==> src/sv/tpdq_pkg.sv <==
// Shared types, codes and reset values for the timed packet delay queue.
package tpdq_pkg;

  localparam int unsigned TagW    = 16;
  localparam int unsigned TimeW   = 32;
  localparam int unsigned DelayW  = 17;
  localparam int unsigned CapW    = 13;
  localparam int unsigned FlushW  = 7;
  localparam int unsigned HeldW   = 13;
  localparam int unsigned CfgIdxW = 3;
  localparam int unsigned CfgDatW = 17;

  localparam logic [DelayW-1:0] DelayReset = DelayW'(4800);

  typedef enum logic [1:0] {
    OP_PACKET = 2'd0,
    OP_TICK   = 2'd1,
    OP_DRAIN  = 2'd2,
    OP_SPARE  = 2'd3
  } op_e;

  typedef enum logic [1:0] {
    CAUSE_PASS   = 2'd0,
    CAUSE_EXPIRE = 2'd1,
    CAUSE_FLUSH  = 2'd2,
    CAUSE_DRAIN  = 2'd3
  } cause_e;

  typedef enum logic [CfgIdxW-1:0] {
    REG_DELAY_MS       = 3'd0,
    REG_CAPACITY       = 3'd1,
    REG_FLUSH_COUNT    = 3'd2,
    REG_DELAY_INBOUND  = 3'd3,
    REG_DELAY_OUTBOUND = 3'd4
  } reg_idx_e;

  typedef enum logic [2:0] {
    ST_IDLE,
    ST_PASS,
    ST_EXPIRE,
    ST_FLUSH,
    ST_DRAIN,
    ST_FINISH
  } state_e;

  typedef struct packed {
    logic [DelayW-1:0] delay_ms;
    logic [CapW-1:0]   capacity;
    logic [FlushW-1:0] flush_count;
    logic              delay_inbound;
    logic              delay_outbound;
  } cfg_t;

endpackage

==> src/sv/tpdq_cfg.sv <==
// Configuration register file of the timed packet delay queue.
module tpdq_cfg
  import tpdq_pkg::*;
(
  input  logic               clk_i,
  input  logic               rst_ni,
  input  logic               wr_en_i,
  input  logic [CfgIdxW-1:0] wr_index_i,
  input  logic [CfgDatW-1:0] wr_data_i,
  output cfg_t               cfg_o
);

  cfg_t cfg_q;

  always_ff @(posedge clk_i or negedge rst_ni) begin
    if (!rst_ni) begin
      cfg_q.delay_ms       <= DelayReset;
      cfg_q.capacity       <= '0;
      cfg_q.flush_count    <= '0;
      cfg_q.delay_inbound  <= 1'b1;
      cfg_q.delay_outbound <= 1'b1;
    end else if (wr_en_i) begin
      unique case (wr_index_i)
        REG_DELAY_MS:       cfg_q.delay_ms       <= wr_data_i[DelayW-1:0];
        REG_CAPACITY:       cfg_q.capacity       <= wr_data_i[CapW-1:0];
        REG_FLUSH_COUNT:    cfg_q.flush_count    <= wr_data_i[FlushW-1:0];
        REG_DELAY_INBOUND:  cfg_q.delay_inbound  <= wr_data_i[0];
        REG_DELAY_OUTBOUND: cfg_q.delay_outbound <= wr_data_i[0];
        default: ;
      endcase
    end
  end

  assign cfg_o = cfg_q;

endmodule

==> config.mk <==
export PLATFORM = sky130hd
export DESIGN_NAME = tpdq_cfg
export DESIGN_NICKNAME = d
export VERILOG_FILES = /design/src/sv/tpdq_pkg.sv /design/src/sv/tpdq_cfg.sv
export SDC_FILE = /design/constraint.sdc
export NUM_CORES = 1
export LEC_CHECK = 0
export ABC_CLOCK_PERIOD_IN_PS = 1900
export BUFFER_PORTS_ARGS = -buffer_cell sky130_fd_sc_hd__buf_4
export CAP_MARGIN = 20
export CORE_MARGIN = 4
export CORE_UTILIZATION = 50
export CTS_CLUSTER_SIZE = 8
export DETAILED_ROUTE_END_ITERATION = 10
export GPL_ROUTABILITY_DRIVEN = 0
export GPL_TIMING_DRIVEN = 1
export HOLD_SLACK_MARGIN = 0.06
export PLACE_DENSITY_LB_ADDON = 0.15
export SLEW_MARGIN = 20
export SYNTH_ARGS = -nofsm -noshare
export SYNTH_HDL_FRONTEND = slang
export SYNTH_SLANG_ARGS = --single-unit
==> constraint.sdc <==
create_clock -name clk_i -period 1.9 [get_ports clk_i]
set_input_delay 0.095 -clock clk_i [delete_from_list [all_inputs] [get_ports clk_i]]
set_output_delay 0.095 -clock clk_i [all_outputs]
set_load 0.01 [all_outputs]
==> impl_metrics.py <==
metrics = {
    "die": {
        "chipWidth_um": 63.0,
        "rows": 19,
        "die_area_um2": 3970,
        "initial_core_util_pct": 53.5,
        "core_um2": 2830,
        "boundaryPins": 62,
        "die_h_um": 63.0,
    },
    "clock_tree": {
        "root_buffer": "clkbuf_4",
        "cts_tree": "done",
        "cts_buffers": 5,
        "clkSlewWorstSetupHoldPaths_ps": 110,
        "cts_max_path_buffers": 2,
        "insertion_delay_ps": 330,
        "cts_resized": 0,
        "postCtsSetupBuffers": 0,
        "cts_sinks": 39,
        "htreeDepth": 2,
    },
    "critical_path": {
        "worst-path-stages": 1,
        "worst_r2r_path_depth": 1,
        "cp_max_fo": 2,
        "critPathLaunchType": "flip-flop",
        "crit_path_end_kind": "output pin",
        "arrival_ps": 990,
        "worstPathRequired_ps": 1800,
        "path_delay_family": "flip-flops",
        "path_class": "reg -> out",
        "reg2reg_slack_ps": 1120,
        "path_buf_inv": 1,
        "rr_startpoint": "cfg_o[6]$_DFFE_PN0P_",
        "worstSetupStartpoint": "cfg_o[0]$_DFFE_PN1P_",
        "crit_slowest_cell": "dfstp_2",
        "r2r-end": "cfg_o[6]$_DFFE_PN0P_",
        "crit_end": "cfg_o[0]",
        "crit_chain": "buf_4",
        "cpPeakStageDelay_ps": 550,
    },
    "final_layout": {
        "n_antenna_cell": 0,
        "multiInputGateArea_um2": 509,
        "area_growth_pct": 48.3,
        "largest_reg_flops": 39,
        "fillers": 171,
        "finalNetCount": 193,
        "drive_above_1_share_pct": 69.0,
        "regArea_um2": 983,
        "design_area_um2": 2250,
    },
    "synthesis": {
        "netlist_top_cells_area": "dfrtp_1, mux2_2, dfstp_2",
        "syn_nets": 109,
        "synth.cell_area_um2": 1510,
        "synthTopCellsByCount": "mux2_2, dfrtp_1, dfstp_2",
        "synth_area_per_cell_um2": 17.6,
        "synth_ff_type": "dfrtp_1",
        "ys_warn_count": 0,
        "synth_edf_count": 0,
        "yosysSeqAreaShare_pct": 65.0,
        "synth_top_cell_area_share_pct": 54.5,
        "synth_seq_cells": 39,
        "syn_inst": 86,
        "synthArstFlopShare_pct": 100,
        "synthMostInstantiatedCell": "mux2_2",
        "yosysTopAreaCell": "dfrtp_1",
        "yosysUniqueCellTypes": 8,
    },
    "sta": {
        "timing.fmax_ghz": 0.919,
        "rsz0062_at_grt": "no",
        "drv_slew": 0,
        "min_period_ps": 1090,
        "tightest_slew_ps": 471,
        "period_share_pct": 57.3,
        "finClkSkew_ps": 0,
        "hold_viol": 0,
        "slew_headroom_pct": 68.6,
        "finalSetupViolations": 0,
        "fin_tns_setup_ps": 0,
    },
    "routing": {
        "routed_wl_mm": 3.15,
        "antenna_left": 0,
        "num_vias": 1024,
        "drc": 0,
        "wl_per_cell_um": 15.6,
        "drt_iter0_markers": 35,
        "avgViaCountPerCell": 5.07,
        "dr.pass1.iters": 2,
    },
    "grt": {
        "overflow": 0,
        "grt_start_max_net_pins": 40,
        "antenna_found_initial": 0,
        "grt_pass1_wl_mm": 5.49,
        "track_usage_pct": 18.2,
        "first_global_vias": 1110,
    },
    "placement": {
        "port_buffers": 61,
        "hpwlAfterDp_mm": 2.12,
        "place_area_um2": 2000,
    },
    "power_and_ir_drop": {
        "power.share.clock_pct": 20.6,
        "sw_frac_of_total_pct": 26.4,
        "power_density_nw_per_um2": 1010,
        "p_seq_share_pct": 49.9,
        "p_comb_share_pct": 29.5,
        "internal-power_mw": 1.66,
        "cellLeakagePower_nw": 1.04,
        "power_switching_uw": 598,
        "ir_worst_vdd_v": 0.000753,
    },
    "status": {
        "status": "finished, final reports clean",
    },
    "hold_path": {
        "hp-class": "in -> reg",
        "hold_start": "wr_en_i",
    },
    "run": {
        "max_cap_viol_count": 0,
    },
}
==> power by group through the flow <==
stage                     Sequential, mW  Combinational [mW]  Clock (mW)
after floorplan                     1.23               0.177           0
after global placement              1.14               0.632           0
after detailed placement            1.15               0.648           0
after CTS                           1.13               0.678       0.482
after global routing                1.16               0.720       0.526
final                               1.13               0.667       0.465
==> worst min path at each step <==
stage | to | slack [ps] | cells past startpoint
after global placement | cfg_o[21]$_DFFE_PN0P_ | 80 | 1
after floorplan | cfg_o[10]$_DFFE_PN0P_ | -200 | 0
final | cfg_o[1]$_DFFE_PN1P_ | 160 | 3
after detailed placement | cfg_o[21]$_DFFE_PN0P_ | 90 | 1
after CTS | cfg_o[1]$_DFFE_PN1P_ | 150 | 3
after global routing | cfg_o[1]$_DFFE_PN1P_ | 150 | 3
==> cell families after synthesis <==
| family | count (synthesis) | synth area share [%] |
|---|---|---|
| and+or+nand+nor | 5 | 4.63 |
| muxes | 39 | 29.0 |
| DFF | 39 | 65.0 |
| buffers and inverters | 3 | 1.40 |
==> layout make-up <==
cell class	count	share of cell area [%]
well taps	31	1.73
flip-flops and latches	39	43.8
repair buffers	80	28.7
clock buffers	8	3.06
multi-input cells	44	22.7
==> per-layer routing <==
layer  global-route usage [%]  vias up  part of all wire [%]
li1                         -      477                     -
met1                     21.7      494                    41
met2                     29.5       43                    48
met3                     6.65       10                   8.4
met4                     7.71        0                   2.6
met5                        0        -                     0
==> per-stage QoR <==
| stage | power, mW | utilization [%] | cells | hold WS (ps) | setup WS [ps] |
|---|---|---|---|---|---|
| final | 2.26 | 79.4 | 202 | 160 | 812 |
| after floorplan | 1.40 | - | 86 | -201 | 687 |
| after global routing | 2.41 | 79.4 | 202 | 149 | 752 |
| after CTS | 2.29 | 79.4 | 202 | 145 | 791 |
| after detailed placement | 1.79 | 70.6 | 176 | 87.9 | 611 |
| after global placement | 1.77 | 70.6 | 176 | 76.2 | 639 |
==> placed cells by master, fill, tap and decap left out, drive strengths merged <==
master	netlist	routed
and4bb	3	3
buf	3	62
clkbuf	0	8
dfrtp	33	33
dfstp	6	6
dlygate4sd3	0	18
mux2	39	39
nand4b	1	1
nor4b	1	1
==> what timing repair did <==
action	CTS	global route
hold buffers	18	0
endpoints found under the setup margin	0	0
endpoints found under the hold margin	78	0
Power figures use the tool's default switching activity.
